`src/rtl/tcf_pkg.sv`:
```
// ----------------------------------------------------------------------------
// tcf_pkg
// shared types, constants and the cordic arctangent table of the tilt filter
// ----------------------------------------------------------------------------
`timescale 1ns / 1ps

package tcf_pkg;

  // cordic iteration count, limited by the table length
  localparam int CORDIC_ITERATIONS = 16;
  localparam int ATAN_TBL_LEN      = 24;
  localparam int CORDIC_STEPS      = (CORDIC_ITERATIONS > ATAN_TBL_LEN) ?
                                     ATAN_TBL_LEN : CORDIC_ITERATIONS;
  localparam int TBL_IDX_W         = $clog2(ATAN_TBL_LEN);
  localparam int ATAN_W            = 22;

  // gyro increment: rounded quotient of |num| / 256e6, with 256e6 = 2^14 * 15625;
  // (|num| + half) >> 14 is multiplied by ceil(2^47 / 15625) and shifted by 47
  localparam int  DIV_Q_BITS   = 21;
  localparam int  DIV_W        = 48;
  localparam int  DIV_STEPS    = 2;
  localparam logic [DIV_W-1:0] GYRO_DIV_HALF = DIV_W'(128000000);
  localparam logic [33:0]      GYRO_RECIP    = 34'd9007199255;

  // back end sequencing
  localparam int RUN_STEPS = (CORDIC_STEPS > DIV_STEPS) ? CORDIC_STEPS : DIV_STEPS;

  // angle limits and constants
  localparam int ANGLE_LIMIT    = 184320;
  localparam int ACC_MAX_Q16    = 92160 * 256;
  localparam int ACC_ZERO_ANGLE = 46080;
  localparam int ONE_Q16        = 65536;

  // queue between front and back
  localparam int QUEUE_DEPTH = 2;

  // configuration register indexes
  localparam int CFG_IDX_W = 1;
  localparam logic [CFG_IDX_W-1:0] REG_BLEND_WEIGHT = 1'd0;
  localparam logic [CFG_IDX_W-1:0] REG_GYRO_GAIN    = 1'd1;

  // quadrant base of the accelerometer angle
  localparam logic [1:0] BASE_ZERO = 2'd0;
  localparam logic [1:0] BASE_HALF = 2'd1;
  localparam logic [1:0] BASE_FULL = 2'd2;

  typedef struct packed {
    logic signed [15:0] gyro;
    logic        [15:0] dt;
    logic signed [16:0] x0;
    logic signed [16:0] y0;
    logic        [1:0]  base;
    logic               zero;
  } tcf_item_t;

  typedef struct packed {
    logic empty;
    logic full;
  } tcf_qstat_t;

  // atan(2^-i) in 1/65536 degree
  function automatic logic [ATAN_W-1:0] atan_q16(input logic [TBL_IDX_W-1:0] idx);
    logic [ATAN_W-1:0] v;
    case (idx)
      5'd0:    v = 22'd2949120;
      5'd1:    v = 22'd1740967;
      5'd2:    v = 22'd919879;
      5'd3:    v = 22'd466945;
      5'd4:    v = 22'd234379;
      5'd5:    v = 22'd117304;
      5'd6:    v = 22'd58666;
      5'd7:    v = 22'd29335;
      5'd8:    v = 22'd14668;
      5'd9:    v = 22'd7334;
      5'd10:   v = 22'd3667;
      5'd11:   v = 22'd1833;
      5'd12:   v = 22'd917;
      5'd13:   v = 22'd458;
      5'd14:   v = 22'd229;
      5'd15:   v = 22'd115;
      5'd16:   v = 22'd57;
      5'd17:   v = 22'd29;
      5'd18:   v = 22'd14;
      5'd19:   v = 22'd7;
      5'd20:   v = 22'd4;
      5'd21:   v = 22'd2;
      5'd22:   v = 22'd1;
      default: v = 22'd0;
    endcase
    return v;
  endfunction

endpackage

```
`src/rtl/tcf_queue.sv`:
```
// ----------------------------------------------------------------------------
// tcf_queue
// short request queue between the classifying front and the compute back
// ----------------------------------------------------------------------------
`timescale 1ns / 1ps

module tcf_queue (
  input  logic                clk,
  input  logic                rst_n,
  input  logic                wr_en,
  input  tcf_pkg::tcf_item_t  wr_item,
  input  logic                rd_en,
  output tcf_pkg::tcf_item_t  rd_item,
  output tcf_pkg::tcf_qstat_t stat
);

  localparam int PTR_W = (tcf_pkg::QUEUE_DEPTH > 1) ? $clog2(tcf_pkg::QUEUE_DEPTH) : 1;
  localparam int CNT_W = $clog2(tcf_pkg::QUEUE_DEPTH + 1);
  localparam logic [PTR_W-1:0] PTR_LAST = PTR_W'(tcf_pkg::QUEUE_DEPTH - 1);
  localparam logic [CNT_W-1:0] CNT_FULL = CNT_W'(tcf_pkg::QUEUE_DEPTH);

  tcf_pkg::tcf_item_t mem_r [tcf_pkg::QUEUE_DEPTH];
  logic [PTR_W-1:0] wr_ptr_r, wr_ptr_nxt;
  logic [PTR_W-1:0] rd_ptr_r, rd_ptr_nxt;
  logic [CNT_W-1:0] cnt_r, cnt_nxt;
  logic             do_wr, do_rd;

  assign stat.empty = (cnt_r == '0);
  assign stat.full  = (cnt_r == CNT_FULL);
  assign do_wr      = wr_en && !stat.full;
  assign do_rd      = rd_en && !stat.empty;
  assign rd_item    = mem_r[rd_ptr_r];

  always_comb begin
    wr_ptr_nxt = wr_ptr_r;
    rd_ptr_nxt = rd_ptr_r;
    cnt_nxt    = cnt_r;
    if (do_wr) begin
      wr_ptr_nxt = (wr_ptr_r == PTR_LAST) ? '0 : wr_ptr_r + 1'b1;
    end
    if (do_rd) begin
      rd_ptr_nxt = (rd_ptr_r == PTR_LAST) ? '0 : rd_ptr_r + 1'b1;
    end
    if (do_wr && !do_rd) begin
      cnt_nxt = cnt_r + 1'b1;
    end else if (do_rd && !do_wr) begin
      cnt_nxt = cnt_r - 1'b1;
    end
  end

  always_ff @(posedge clk) begin
    if (!rst_n) begin
      wr_ptr_r <= '0;
      rd_ptr_r <= '0;
      cnt_r    <= '0;
    end else begin
      wr_ptr_r <= wr_ptr_nxt;
      rd_ptr_r <= rd_ptr_nxt;
      cnt_r    <= cnt_nxt;
    end
  end

  always_ff @(posedge clk) begin
    if (do_wr) begin
      mem_r[wr_ptr_r] <= wr_item;
    end
  end

endmodule

```
`config.mk`:
```
export PLATFORM = sky130hd
export DESIGN_NAME = tcf_queue
export DESIGN_NICKNAME = d
export VERILOG_FILES = /design/src/rtl/tcf_pkg.sv /design/src/rtl/tcf_queue.sv
export SDC_FILE = /design/constraint.sdc
export NUM_CORES = 1
export LEC_CHECK = 0
export BUFFER_PORTS_ARGS = -buffer_cell sky130_fd_sc_hd__buf_2
export CORE_ASPECT_RATIO = 0.5
export CORE_MARGIN = 2
export CORE_UTILIZATION = 37
export DETAILED_ROUTE_END_ITERATION = 7
export PLACE_DENSITY = 0.57
export SLEW_MARGIN = 20
export SYNTH_ARGS = -nofsm -noshare
export SYNTH_HDL_FRONTEND = slang
export SYNTH_SLANG_ARGS = --single-unit
```
`constraint.sdc`:
```
create_clock -name clk -period 7.5 [get_ports clk]
set_input_delay 0.75 -clock clk [delete_from_list [all_inputs] [get_ports clk]]
set_output_delay 0.75 -clock clk [all_outputs]
set_load 0.02 [all_outputs]
```
Word-level counts from Yosys, hierarchy flattened
Memories as Yosys holds them, arrays and structs flattened. A register that Yosys moved wholly into a read port is not among the register bits.
Cells that the tools add are included.
{"block": "word_totals", "register_bits": 4, "latchBits": 0, "ramBits": 138, "rom_bits": 0, "inputBits": 73, "output_inout_bits": 71, "elab_cells": 27, "mem_count": 1}
{"memory": "mem_r", "words": 2, "width": 69, "rd": 1, "rd_ports_with_merged_regs": 1, "wr": 1, "line": "tcf_queue.sv:22", "text": "tcf_pkg::tcf_item_t mem_r [tcf_pkg::QUEUE_DEPTH];"}
{"block": "classes", "n_addsub": 4, "multipliers": 0, "div_mod_pow": 0, "n_lt_le_gt_ge": 0, "n_eq_ne": 1, "n_shift": 0, "n_mux": 8, "bitwise": 0, "n_reduce_logical": 10}
{"op": "$mux 1", "count": 6}
{"op": "$logic_and 1x1->1", "count": 4}
{"op": "$logic_not 1->1", "count": 4}
{"op": "$mux 2", "count": 2}
{"op": "$add 1x1->1 const B", "count": 2}
{"op": "$add 2x1->2 const B", "count": 1}
{"op": "$eq 2x2->1 const B", "count": 1}
{"op": "$logic_not 2->1", "count": 1}
{"op": "$reduce_bool 2->1", "count": 1}
{"op": "$sub 2x1->2 const B", "count": 1}

Longest topological paths before layout
{"block": "logic_depth", "ltp_word": 7, "mapped_depth": 7, "depth_no_buf": 7}

Least setup slack after synthesis
Ideal clock, no wire load.
{"block": "synth_path", "path_type": "in2reg", "start": "in wr_en", "end": "mem mem_r[0][0] in the netlist's numbering, enable pin", "setup_ps": 485, "arrival_ps": 3528, "t_required_ps": 7015, "slack_ps": 3487, "stages": 2, "path_buffers": 0, "cell_sequence": "inv_1 -> nor3_2"}
{"block": "synth_via", "elab_chain_len": 3}
{"item": "start: declaration", "line": "tcf_queue.sv:10", "text": "input logic wr_en,"}
{"item": "$logic_and 1x1->1", "line": "tcf_queue.sv:30", "text": "assign do_wr = wr_en && !stat.full;"}
{"item": "$mux 1", "line": "tcf_queue.sv:64", "text": "if (do_wr) begin"}
{"item": "$mux 1 (not written as such)", "line": "tcf_queue.sv:65", "text": "mem_r[wr_ptr_r] <= wr_item;"}
{"item": "end: declaration", "line": "tcf_queue.sv:22"}
Every way passes these cells.

==> impl_metrics.py <==
metrics = {
    "cells_and_area": {
        "nets": 469,
        "syn_to_final_growth_pct": 28.00,
        "final_common_cell": "buf_2",
        "drive_above_1_share_pct": 60.34,
        "nFillCells": 1168,
        "n_antenna_cell": 0,
        "multi_input_comb_area_um2": 952.2,
        "final_cell_mix": "buf_2, edfxtp_1, mux2_2",
        "seqCellArea_um2": 4248,
    },
    "global_routing": {
        "grt_pass1_vias": 2851,
        "grt_use_total_pct": 12.89,
        "gr-total-overflow": 0,
        "antenna_found_initial": 0,
        "grt_pass1_wl_mm": 14.28,
        "grt_max_degree": 71,
    },
    "routing": {
        "drtAntennaViolNets": 0,
        "via_per_inst": 4.445,
        "wl_mm": 9.669,
        "dr.pass1.iters": 4,
        "drtIter0Drc": 97,
        "post-route-drc-count": 0,
        "vias": 2658,
        "wl_per_cell_um": 16.17,
    },
    "die": {
        "start_util_pct": 38.33,
        "ios": 144,
        "die_h_um": 88.24,
        "rows": 30,
        "die_area_um2": 15220,
        "core_um2": 13700,
        "die_w_um": 172.5,
    },
    "clocking": {
        "clk_transition_reported_paths_ns": 0.06,
        "cts_hold_buf": 0,
        "cts_setup_buffers": 0,
        "cts_resized": 0,
        "clk_latency_ns": 0.40,
        "root_buffer": "clkbuf_16",
        "cts_buffer_depth": 2,
        "cts_buffers": 17,
        "cts.sinks": 143,
        "cts_tree": "done",
        "htreeDepth": 4,
    },
    "yosys": {
        "synth_fp_nets": 314,
        "synth_cells": 240,
        "avgSynthCellArea_um2": 21.88,
        "ys_seq_elements": 143,
        "yosysWarnings": 0,
        "yosysUniqueCellTypes": 22,
        "syn_area_um2": 5251,
        "yosysSeqAreaShare_pct": 80.82,
    },
    "pwr": {
        "p_leak_uw": 0.002515,
        "powerDensity_nw_per_um2": 365.7,
        "p_total_uw": 2458,
        "vdd_drop_max_v": 0.0001673,
    },
    "run": {
        "cap_viol_max_count": 0,
    },
    "timing": {
        "max_slew.worst_pin.slew_ns": 1.029,
        "slew_violations": 0,
        "fin_skew_ns": 0.009531,
        "min_period_ns": 2.775,
        "finalSetupTns_ns": 0,
        "fin_hold_ws_ns": 0.5335,
        "slew_headroom_pct": 31.38,
        "setup_viol": 0,
        "timing.final.hold_violations": 0,
        "min_period_over_period_pct": 37.00,
        "rsz0062_at_grt": "false",
        "max_freq_mhz": 360.4,
    },
    "worst_hold_path": {
        "whs_path_depth": 1,
        "min_from": "wr_item[16]",
        "hold_class": "primary input to flop",
        "hold_end": "mem_r[1][16]",
    },
    "critical_path": {
        "crit_slowest_cell": "dfxtp_4",
        "reg2reg_from": "cnt_r[0]",
        "critPathRequiredTime_ns": 6.75,
        "timing.rr.end": "mem_r[0][43]",
        "max_stage_delay_ns": 0.99,
        "cp_data_arrival_time_ns": 2.03,
        "startpoint_type": "flop",
        "crit_path_end_kind": "output pin",
        "crit_path_cell_trace": "mux2_2 > buf_2",
        "worstSetupPathType": "flop to output pin",
        "ff2ff_path_depth": 4,
        "crit_fanout": 69,
        "r2r_setup_slack_ns": 5.53,
    },
    "place": {
        "gp_congestion": 0.6571,
        "io_buffers": 143,
        "dpl.hpwl_mm": 6.039,
    },
    "outcome": {
        "outcome": "finished, final reports clean",
    },
}
power by group:
| group | total [µW] | switching, µW | internal [µW] |
|---|---|---|---|
| Sequential | 1090 | 81.6 | 1010 |
| Combinational | 588 | 331 | 257 |
| Clock | 781 | 300 | 480 |
worst max-delay path: cells and delay by family (launching register included):
family / cells / cell delay (ns)
flip-flops: 1 / 0.99
multiplexers: 1 / 0.43
buffers and inverters: 1 / 0.16
how the worst max path moves through the flow:
stage,start,end,slack [ns],cells past startpoint
floorplan,wr_en,mem_r[0][0],3.49,2
global placement,flop,rd_item[29],5.14,2
detailed placement,flop,rd_item[56],5.09,2
CTS,flop,rd_item[56],4.66,2
global route,flop,rd_item[26],4.59,2
finish,flop,rd_item[26],4.72,2
Yosys cell counts, drive strengths merged:
| cell type | n | area share, % |
|---|---|---|
| dfxtp | 5 | 1.9 |
| and2 | 3 | 0.36 |
| xor2 | 1 | 0.17 |
| and3 | 1 | 0.12 |
| ha | 1 | 0.24 |
| edfxtp | 138 | 79 |
| mux2 | 69 | 16 |
| buf | 8 | 1.1 |
| o21a | 1 | 0.14 |
| nor2 | 2 | 0.14 |
| inv | 2 | 0.14 |
| o21ai | 2 | 0.19 |
| nand2b | 1 | 0.12 |
| a21boi | 2 | 0.29 |
| nor3 | 1 | 0.19 |
| or3 | 1 | 0.12 |
| xnor2 | 2 | 0.33 |
metrics by stage:
| stage | area (µm²) | setup WS [ns] | utilization (%) | std cells |
|---|---|---|---|---|
| final | 6721 | 4.725 | 49.06 | 598 |
| after CTS | 6721 | 4.661 | 49.06 | 598 |
| after global routing | 6721 | 4.586 | 49.06 | 598 |
| after floorplan | 5251 | 3.487 | - | 240 |
| after detailed placement | 6171 | 5.091 | 45.04 | 568 |
| after global placement | 6171 | 5.143 | 45.04 | 568 |
per-layer routing:
layer | vias to the layer above | GRT usage, % | wire length (µm)
met5 | - | 0 | 0
met4 | 0 | 3.896 | 51
met3 | 5 | 4.606 | 402
met2 | 51 | 25.35 | 5553
met1 | 1349 | 12.96 | 3662
li1 | 1253 | - | -
flip-flops by register name, indices dropped and copies added (netlist names), named ones only:
name,count
rd_ptr_r,1
mem_r,138
wr_ptr_r,1
cnt_r,2
final cells by class:
cell class	count	share of cell area, %
Timing Repair Buffer	144	10.76
Clock buffer	17	6.329
Sequential cell	143	63.20
Multi-Input combinational cell	87	14.17
Tap cell	192	3.574
Inverter	2	0.1117
Clock inverter	13	1.862
logic make-up (layout without fill, tap and decap cells):
group / Yosys count / after routing / synth area share [%]
XOR/XNOR: 3 / 3 / 0.5004
AND/OR/NAND/NOR: 9 / 9 / 1.049
AO/OA/AOI/OAI: 5 / 5 / 0.6195
adder cells (fa/ha/maj): 1 / 1 / 0.2382
multiplexers: 69 / 69 / 15.51
buffers and inverters: 10 / 176 / 1.263
flip-flops: 143 / 143 / 80.82
Power figures use the tool's default switching activity.
