File: src/rtl/tcf_pkg.sv
// ----------------------------------------------------------------------------
// tcf_pkg
// shared types, constants and the cordic arctangent table of the tilt filter
// ----------------------------------------------------------------------------
`timescale 1ns / 1ps

package tcf_pkg;

  // cordic iteration count, limited by the table length
  localparam int CORDIC_ITERATIONS = 16;
  localparam int ATAN_TBL_LEN      = 24;
  localparam int CORDIC_STEPS      = (CORDIC_ITERATIONS > ATAN_TBL_LEN) ?
                                     ATAN_TBL_LEN : CORDIC_ITERATIONS;
  localparam int TBL_IDX_W         = $clog2(ATAN_TBL_LEN);
  localparam int ATAN_W            = 22;

  // gyro increment: rounded quotient of |num| / 256e6, with 256e6 = 2^14 * 15625;
  // (|num| + half) >> 14 is multiplied by ceil(2^47 / 15625) and shifted by 47
  localparam int  DIV_Q_BITS   = 21;
  localparam int  DIV_W        = 48;
  localparam int  DIV_STEPS    = 2;
  localparam logic [DIV_W-1:0] GYRO_DIV_HALF = DIV_W'(128000000);
  localparam logic [33:0]      GYRO_RECIP    = 34'd9007199255;

  // back end sequencing
  localparam int RUN_STEPS = (CORDIC_STEPS > DIV_STEPS) ? CORDIC_STEPS : DIV_STEPS;

  // angle limits and constants
  localparam int ANGLE_LIMIT    = 184320;
  localparam int ACC_MAX_Q16    = 92160 * 256;
  localparam int ACC_ZERO_ANGLE = 46080;
  localparam int ONE_Q16        = 65536;

  // queue between front and back
  localparam int QUEUE_DEPTH = 2;

  // configuration register indexes
  localparam int CFG_IDX_W = 1;
  localparam logic [CFG_IDX_W-1:0] REG_BLEND_WEIGHT = 1'd0;
  localparam logic [CFG_IDX_W-1:0] REG_GYRO_GAIN    = 1'd1;

  // quadrant base of the accelerometer angle
  localparam logic [1:0] BASE_ZERO = 2'd0;
  localparam logic [1:0] BASE_HALF = 2'd1;
  localparam logic [1:0] BASE_FULL = 2'd2;

  typedef struct packed {
    logic signed [15:0] gyro;
    logic        [15:0] dt;
    logic signed [16:0] x0;
    logic signed [16:0] y0;
    logic        [1:0]  base;
    logic               zero;
  } tcf_item_t;

  typedef struct packed {
    logic empty;
    logic full;
  } tcf_qstat_t;

  // atan(2^-i) in 1/65536 degree
  function automatic logic [ATAN_W-1:0] atan_q16(input logic [TBL_IDX_W-1:0] idx);
    logic [ATAN_W-1:0] v;
    case (idx)
      5'd0:    v = 22'd2949120;
      5'd1:    v = 22'd1740967;
      5'd2:    v = 22'd919879;
      5'd3:    v = 22'd466945;
      5'd4:    v = 22'd234379;
      5'd5:    v = 22'd117304;
      5'd6:    v = 22'd58666;
      5'd7:    v = 22'd29335;
      5'd8:    v = 22'd14668;
      5'd9:    v = 22'd7334;
      5'd10:   v = 22'd3667;
      5'd11:   v = 22'd1833;
      5'd12:   v = 22'd917;
      5'd13:   v = 22'd458;
      5'd14:   v = 22'd229;
      5'd15:   v = 22'd115;
      5'd16:   v = 22'd57;
      5'd17:   v = 22'd29;
      5'd18:   v = 22'd14;
      5'd19:   v = 22'd7;
      5'd20:   v = 22'd4;
      5'd21:   v = 22'd2;
      5'd22:   v = 22'd1;
      default: v = 22'd0;
    endcase
    return v;
  endfunction

endpackage

File: src/rtl/tcf_front.sv
// ----------------------------------------------------------------------------
// tcf_front
// takes imu samples and sorts them by accelerometer quadrant
// ----------------------------------------------------------------------------
`timescale 1ns / 1ps

module tcf_front (
  input  logic                      push,
  output logic                      full,
  input  logic signed [15:0]        gyro_rate_raw,
  input  logic signed [15:0]        accel_x_raw,
  input  logic signed [15:0]        accel_z_raw,
  input  logic        [15:0]        step_time_us,
  input  tcf_pkg::tcf_qstat_t       q_stat,
  output logic                      q_wr,
  output tcf_pkg::tcf_item_t        q_item
);

  logic signed [16:0] ax_ext, az_ext;

  assign ax_ext = 17'(accel_x_raw);
  assign az_ext = 17'(accel_z_raw);
  assign full   = q_stat.full;
  assign q_wr   = push && !q_stat.full;

  always_comb begin
    q_item.gyro = gyro_rate_raw;
    q_item.dt   = step_time_us;
    q_item.zero = (accel_x_raw == 16'sd0) && (accel_z_raw == 16'sd0);
    // left half plane: rotate by 180 degrees so the cordic starts with x >= 0
    if (accel_x_raw < 16'sd0) begin
      q_item.x0   = -ax_ext;
      q_item.y0   = -az_ext;
      q_item.base = (accel_z_raw >= 16'sd0) ? tcf_pkg::BASE_FULL : tcf_pkg::BASE_ZERO;
    end else begin
      q_item.x0   = ax_ext;
      q_item.y0   = az_ext;
      q_item.base = tcf_pkg::BASE_HALF;
    end
  end

endmodule

File: config.mk
export PLATFORM = sky130hd
export DESIGN_NAME = tcf_front
export DESIGN_NICKNAME = d
export VERILOG_FILES = /design/src/rtl/tcf_pkg.sv /design/src/rtl/tcf_front.sv
export SDC_FILE = /design/constraint.sdc
export NUM_CORES = 1
export LEC_CHECK = 0
export ABC_CLOCK_PERIOD_IN_PS = 2600
export BUFFER_PORTS_ARGS = -buffer_cell sky130_fd_sc_hd__buf_2
export CAP_MARGIN = 20
export CORE_MARGIN = 4
export CORE_UTILIZATION = 35
export DETAILED_ROUTE_END_ITERATION = 6
export PLACE_DENSITY = 0.88
export SETUP_SLACK_MARGIN = 0.5
export SLEW_MARGIN = 40
export SYNTH_ARGS = -nofsm -noshare
export SYNTH_HDL_FRONTEND = slang
export SYNTH_SLANG_ARGS = --single-unit
File: constraint.sdc
create_clock -name vclk -period 2.6
set_input_delay 0.13 -clock vclk [all_inputs]
set_output_delay 0.13 -clock vclk [all_outputs]
set_load 0.1 [all_outputs]
# Word-level counts from Yosys, hierarchy flattened
# Cells that the tools add are included.
[op_classes] mux=2 order_cmp=2 add_sub_neg=2 reduce_logical=5
[ops] operator="$mux W36" n=1
[ops] operator="$neg A16 Y17" n=2
[ops] operator="$logic_not A16 Y1" n=2
[ops] operator="$ge A16 B1 Y1 const B" n=1
[ops] operator="$lt A16 B1 Y1 const B" n=1
[ops] operator="$logic_and A1 B1 Y1" n=2
[ops] operator="$mux W2" n=1
[ops] operator="$logic_not A1 Y1" n=1
[word_totals] reg_bits=0 out_inout_bits=71 input_bits=67

# Longest topological paths before layout
# Gate-level depths: netlist (run 1).
[depth] word_depth=3 mapped_depth=7 depth_no_buf=7

# Least setup slack after synthesis (run 1)
# Ideal clock, no wire load.
[synth_timing] path_kind="input -> output" startpoint="in accel_x_raw[15]" endpoint="out q_item[21] in the netlist's numbering" path_buffers=2 setup_slack_ns=-0.176 cell_stages=3 required_time_ns=2.470 arrival_time_ns=2.646 path_cell_list="clkbuf_1 -> clkbuf_1 -> o21ai_0"
[synth_rtl] item="from (decl)" line="tcf_front.sv:11" rtl="input logic signed [15:0] accel_x_raw,"
[synth_rtl] item="to (decl)" line="tcf_front.sv:16" rtl="output tcf_pkg::tcf_item_t q_item"

==> metrics.md, run 1 <==
| Metric | Value |
|---|---|
| Run status | finished, final reports clean |
| Count of unique library cells instantiated by Yosys | 28 |
| Final weighted congestion in routability-driven placement | 0.6681 |
| Post-placement cell count | 196 |
| Antenna violations before repair | 0 |
| Final instance area | 1468 sq um |
| Fraction of final layout cells with drive strength greater than 1 | 0.7202 |
| Sequential standard cell area | 0 sq um |
| Number of antenna repair diodes | 0 |
| Worst supply voltage drop on vdd | 0.0002004 V |
| Kind of critical path | in2out |
| Crit end category | output port |
| Final number of max-transition violations | 0 |
| Post-detailed-routing wire length | 3.001 mm |
| Placed standard-cell area | 1386 sq um |
| RSZ-0062 raised after global routing | true |
| Worst setup path startpoint | accel_z_raw[5] |
| Number of vias after detailed routing | 1,045 |
| Worst Max-Slew Pin Slew | 0.6502 ns |
| Sequential share of the synthesized area | 0 |
| Final critical-path share of the clock period | 0.8054 |
| Global-route usage over all layers | 0.1379 |
| Net count of the finished layout | 240 |
| Critical-path maximum fanout | 5 |
| Number of nets with antenna violations after routing | 0 |
| Number of detailed-routing iterations run before antenna repair | 4 |
| Most common library cells after synthesis | buf_4, xnor2_1, o31ai_1 |
| Width of the chip | 63.13 um |
| Cells after synthesis | 138 |
| Ratio of total power to cell area | 453.8 nW/um^2 |
| Post-route total power | 0.6660 mW |
| Classification of the worst-slack hold path | in2out |
| Avg Cell Area, Syn | 7.707 sq um |
| Worst slew slack as a fraction of its limit | 0.5665 |
| Starting density of the core | 0.3759 |
| Area enclosed by the die boundary | 3985 sq um |
| Detailed placement HPWL | 2.626 mm |
| Global-route wire length before repair | 4.754 mm |
| Pin count of the biggest net entering global routing | 36 |
| Iter 0 DRT Violations | 57 |
| Count of final setup violators | 0 |
| Critical Path RT | 2.47 ns |
| Number of warnings printed during yosys synthesis | 0 |
| Die height | 63.13 um |
| MaxCap Viol Count | 0 |
| Final sum of negative setup slack | 0 ns |
| Wirelength per Cell | 15.08 um |
| Layout-stage area growth over the synthesis result | 38.00% |
| Post-synth top area share | 0.2541 |
| Critical path data arrival time | 1.96 ns |
| Sequential cell count | 0 |
| Final global-route overflow total | 0 |
| Highest attainable clock frequency | 477.6 MHz |
| Number of remaining DRC errors | 0 |
| IO Count | 138 |
| Number of placement rows | 19 |
| Net count of the mapped netlist | 208 |
| Vias per cell | 5.251 |
| Final cell count without fillers | 199 |
| Count of fill cells added during filler insertion | 265 |
| Final core utilization | 0.5188 |
| Cell area after synthesis | 1064 sq um |
| Critical path launch point type | input port |
| Core area | 2829 sq um |
| Leading cell types by total area after synthesis | buf_4, xnor2_1, o41ai_2 |
| Hold wc startpoint | gyro_rate_raw[0] |
| Number of buffers added to fix hold violations after cts | 0 |
| Most used standard cell by instance count after synthesis | buf_4 |
| Cell type contributing the most total cell area after synthesis | buf_4 |
| Via count of the first global-routing pass | 970 |
| Number of hold violations in the final report | 0 |
| Clock period minus worst slack | 2.094 ns |
| Clock buffers | 0 |
| Leakage power total | 0.7223 nW |
| Number of port buffers | 72 |
==> final timing paths <==
| check | to | slack, ns | cells past startpoint |
|---|---|---|---|
| max | q_item[12] | 0.51 | 6 |
| min | q_item[53] | 0.26 | 0 |
==> cell families (layout without fill, tap and decap cells) <==
kind of cell / count (synthesis) / in the layout / synth area share
buffers and inverters: 51 / 81 / 0.3223
AND/OR/NAND/NOR: 30 / 30 / 0.1788
XOR/XNOR: 27 / 27 / 0.2224
AO/OA/AOI/OAI: 25 / 25 / 0.2270
adder cells (fa/ha/maj): 3 / 3 / 0.03530
other: 1 / 1 / 0.003526
multiplexers: 1 / 1 / 0.01059
==> repair_timing <==
item	4_1_cts	5_1_grt
pin swaps	0	1
setup buffers	0	3
hold endpoints to repair	0	0
setup endpoints to repair	10	8
gates resized for setup	10	7
gates cloned	0	0
==> cell type report <==
class / instances / area (sq um) / share of cell area
multi-input cells: 87 / 957.2 / 0.6522
inverters: 5 / 18.77 / 0.01279
repair buffers: 76 / 452.9 / 0.3086
well taps: 31 / 38.79 / 0.02643
==> power breakdown <==
| group | internal (mW) | switching [mW] | total (mW) |
|---|---|---|---|
| logic | 0.149 | 0.517 | 0.666 |
| clock network | 0 | 0 | 0 |
| registers | 0 | 0 | 0 |
==> stage by stage <==
step / setup WS, ns / hold WS [ns]
final: 0.5061 / 0.2600
after global routing: 0.4400 / 0.2602
after CTS: 0.4244 / 0.2607
after detailed placement: 0.3532 / 0.2607
after global placement: 0.3949 / 0.2607
after floorplan: -0.1758 / 0.4715
==> critical path: stages <==
cell and delay, ns:
buf_2 0.12, or4_4 0.59, buf_4 0.17, o41ai_2 0.36
xnor2_2 0.14, buf_2 0.44
==> routing by layer <==
metal  track usage  share of wire
met1        0.1415           0.31
met2        0.2727           0.53
met3       0.05329           0.15
met4      0.005510         0.0043
met5             0              0
==> cells in the final DEF, fill, tap and decap left out <==
| cell type | netlist | routed |
|---|---|---|
| and3_1 | 1 | 1 |
| and4b_1 | 1 | 1 |
| buf_12 | 0 | 2 |
| buf_2 | 1 | 57 |
| buf_4 | 36 | 13 |
| clkbuf_4 | 0 | 4 |
| conb_1 | 1 | 1 |
| ha_1 | 3 | 3 |
| inv_1 | 5 | 5 |
| mux2_2 | 1 | 1 |
| nand2_1 | 4 | 4 |
| nand2b_1 | 4 | 4 |
| nor2_1 | 2 | 1 |
| nor2_4 | 0 | 1 |
| nor2b_1 | 1 | 1 |
| nor3_1 | 2 | 2 |
| nor4_4 | 0 | 1 |
| o21ai_0 | 7 | 7 |
| o31ai_1 | 9 | 9 |
| o41ai_2 | 8 | 9 |
| or2_2 | 2 | 2 |
| or3_1 | 4 | 4 |
| or3b_2 | 1 | 1 |
| or4_1 | 5 | 4 |
| or4_2 | 1 | 1 |
| or4_4 | 1 | 2 |
| xnor2_2 | 0 | 27 |
(Power assumes the default switching activity.)
==> run 2, diff against run 1 <==
--- a/config.mk
+++ b/config.mk
@@ -5,13 +5,14 @@
 export SDC_FILE = /design/constraint.sdc
 export NUM_CORES = 1
 export LEC_CHECK = 0
-export ABC_CLOCK_PERIOD_IN_PS = 2600
+export ABC_AREA = 1
+export ABC_CLOCK_PERIOD_IN_PS = 1900
 export BUFFER_PORTS_ARGS = -buffer_cell sky130_fd_sc_hd__buf_2
 export CAP_MARGIN = 20
 export CORE_MARGIN = 4
-export CORE_UTILIZATION = 35
+export CORE_UTILIZATION = 32
 export DETAILED_ROUTE_END_ITERATION = 6
-export PLACE_DENSITY = 0.88
+export PLACE_DENSITY = 0.8
 export SETUP_SLACK_MARGIN = 0.5
 export SLEW_MARGIN = 40
 export SYNTH_ARGS = -nofsm -noshare
==> constraint.sdc (replaced) <==
create_clock -name vclk -period 1.9
set_input_delay 0.095 -clock vclk [all_inputs]
set_output_delay 0.095 -clock vclk [all_outputs]
set_load 0.1 [all_outputs]
==> metrics.md, run 2 <==
| Metric | Value |
|---|---|
| Run status | finished, final reports clean |
| Sequential cell count | 0 |
| Cell area after synthesis | 1206 sq um |
| Number of remaining DRC errors | 0 |
| Wirelength per Cell | 11.82 um |
| Vias per cell | 4.644 |
| Most common library cell in the layout ignoring fill and taps | nand2_1 |
| Crit end category | output port |
| Critical path data arrival time | 1.31 ns |
| IO Count | 138 |
| Final instance area | 2337 sq um |
| Minimum hold slack | 0.1900 ns |
| Number of hold violations in the final report | 0 |
| Detailed placement HPWL | 2.888 mm |
| Worst setup slack after layout | 0.4917 ns |
| Count of unique library cells instantiated by Yosys | 19 |
| Sequential share of the synthesized area | 0 |
| Clock period minus worst slack | 1.408 ns |
| Leakage power total | 1.118 nW |
| Avg Cell Area, Syn | 5.221 sq um |
| Net count of the finished layout | 350 |
| Number of buffers added to fix hold violations after cts | 0 |
| Width of the chip | 69.40 um |
| MaxCap Viol Count | 0 |
| Clock buffers | 0 |
| Final critical-path share of the clock period | 0.7412 |
| Post-detailed-routing wire length | 3.852 mm |
| Die height | 69.40 um |
| Starting density of the core | 0.3295 |
| Layout-stage area growth over the synthesis result | 93.78% |
| Via count of the first global-routing pass | 1,412 |
| Highest attainable clock frequency | 710.1 MHz |
| Number of placement rows | 22 |
| Critical-path maximum fanout | 3 |
| Global-route usage over all layers | 0.1443 |
| Classification of the worst-slack hold path | in2out |
| Count of final setup violators | 0 |
| Placed standard-cell area | 2007 sq um |
| Final cell count without fillers | 326 |
| Critical path launch point type | input port |
| Iter 0 DRT Violations | 45 |
| Core area | 3661 sq um |
| Ratio of total power to cell area | 487.5 nW/um^2 |
| Number of port buffers | 72 |
| Number of detailed-routing iterations run before antenna repair | 4 |
| Antenna violations before repair | 0 |
| Critical Path RT | 1.80 ns |
| Pin count of the biggest net entering global routing | 38 |
| Final weighted congestion in routability-driven placement | 0.8366 |
| Number of antenna repair diodes | 0 |
| Cell type contributing the most total cell area after synthesis | nand2_1 |
| Post-synth top area share | 0.2303 |
| Most used standard cell by instance count after synthesis | nand2_1 |
| Worst supply voltage drop on vdd | 0.0002491 V |
| Number of warnings printed during yosys synthesis | 0 |
| Area enclosed by the die boundary | 4816 sq um |
| Most used cells in the layout excluding fill and tap cells | nand2_1, buf_2, buf_12 |
| Number of nets with antenna violations after routing | 0 |
| Sequential standard cell area | 0 sq um |
| Worst slack after detailed placement | 0.2322 ns |
| Net count of the mapped netlist | 301 |
| Most common library cells after synthesis | nand2_1, buf_4, inv_1 |
| Final number of max-transition violations | 0 |
| Fraction of final layout cells with drive strength greater than 1 | 0.5504 |
| Number of vias after detailed routing | 1,514 |
| Leading cell types by total area after synthesis | nand2_1, buf_4, inv_1 |
| Global-route wire length before repair | 6.161 mm |
| Cells after synthesis | 231 |
| Final global-route overflow total | 0 |
| Post-placement cell count | 313 |
| Post-route total power | 1.139 mW |
| RSZ-0062 raised after global routing | true |
| Kind of critical path | in2out |
## run 2: path summary, 6_finish.rpt
check / from / end / slack (ns) / cells past startpoint
max: accel_z_raw[5] / q_item[19] / 0.49 / 9
min: step_time_us[8] / q_item[45] / 0.19 / 0
## run 2: worst max-delay path, cell delays in order
cell,delay (ns)
buf_12,0.11
nor2_4,0.13
nand2_4,0.08
nor2_4,0.11
nand3b_1,0.16
ha_4,0.32
nand2_4,0.05
o21ai_4,0.06
buf_12,0.19
## run 2: area by class of cell
cell class / count / area [sq um]
fill: 324 / 1324
multi-input combinational: 161 / 1215
timing repair buffer: 87 / 927.1
inverter: 30 / 135.1
tap: 48 / 60.06
## run 2: per-layer routing
| layer | up-vias | track usage | wire, um |
|---|---|---|---|
| met5 | - | 0 | 0 |
| met4 | 0 | 0.02169 | 34 |
| met3 | 10 | 0.02754 | 337 |
| met2 | 56 | 0.2553 | 2006 |
| met1 | 683 | 0.1836 | 1474 |
| li1 | 765 | - | - |
## run 2: cell families after synthesis
kind of cell             after synthesis  share of synthesized area
buffers and inverters                 70                     0.3444
AND/OR/NAND/NOR                      126                     0.4284
AO/OA/AOI/OAI                         17                    0.09129
adder cells (fa/ha/maj)                3                    0.03112
other                                  1                   0.003109
XOR/XNOR                              14                     0.1017
## run 2: power by group
| part | switching (mW) | total, mW | internal (mW) |
|---|---|---|---|
| clock | 0 | 0 | 0 |
| combinational | 0.776 | 1.14 | 0.363 |
| sequential | 0 | 0 | 0 |
| total | 0.776 | 1.14 | 0.363 |
## run 2: timing repair
| action | in CTS | in global routing |
|---|---|---|
| gates resized for setup | 28 | 39 |
| hold endpoints to repair | 0 | 0 |
| pin swaps | 7 | 13 |
| setup endpoints to repair | 18 | 21 |
| cloned | 0 | 1 |
| buffers inserted | 8 | 4 |
## run 2: stage by stage
| step | util | setup TNS [ns] |
|---|---|---|
| floorplan | - | -0.09661 |
| global placement | 0.5482 | 0 |
| detailed placement | 0.5482 | 0 |
| CTS | 0.5923 | 0 |
| global route | 0.6384 | 0 |
| finish | 0.6384 | 0 |
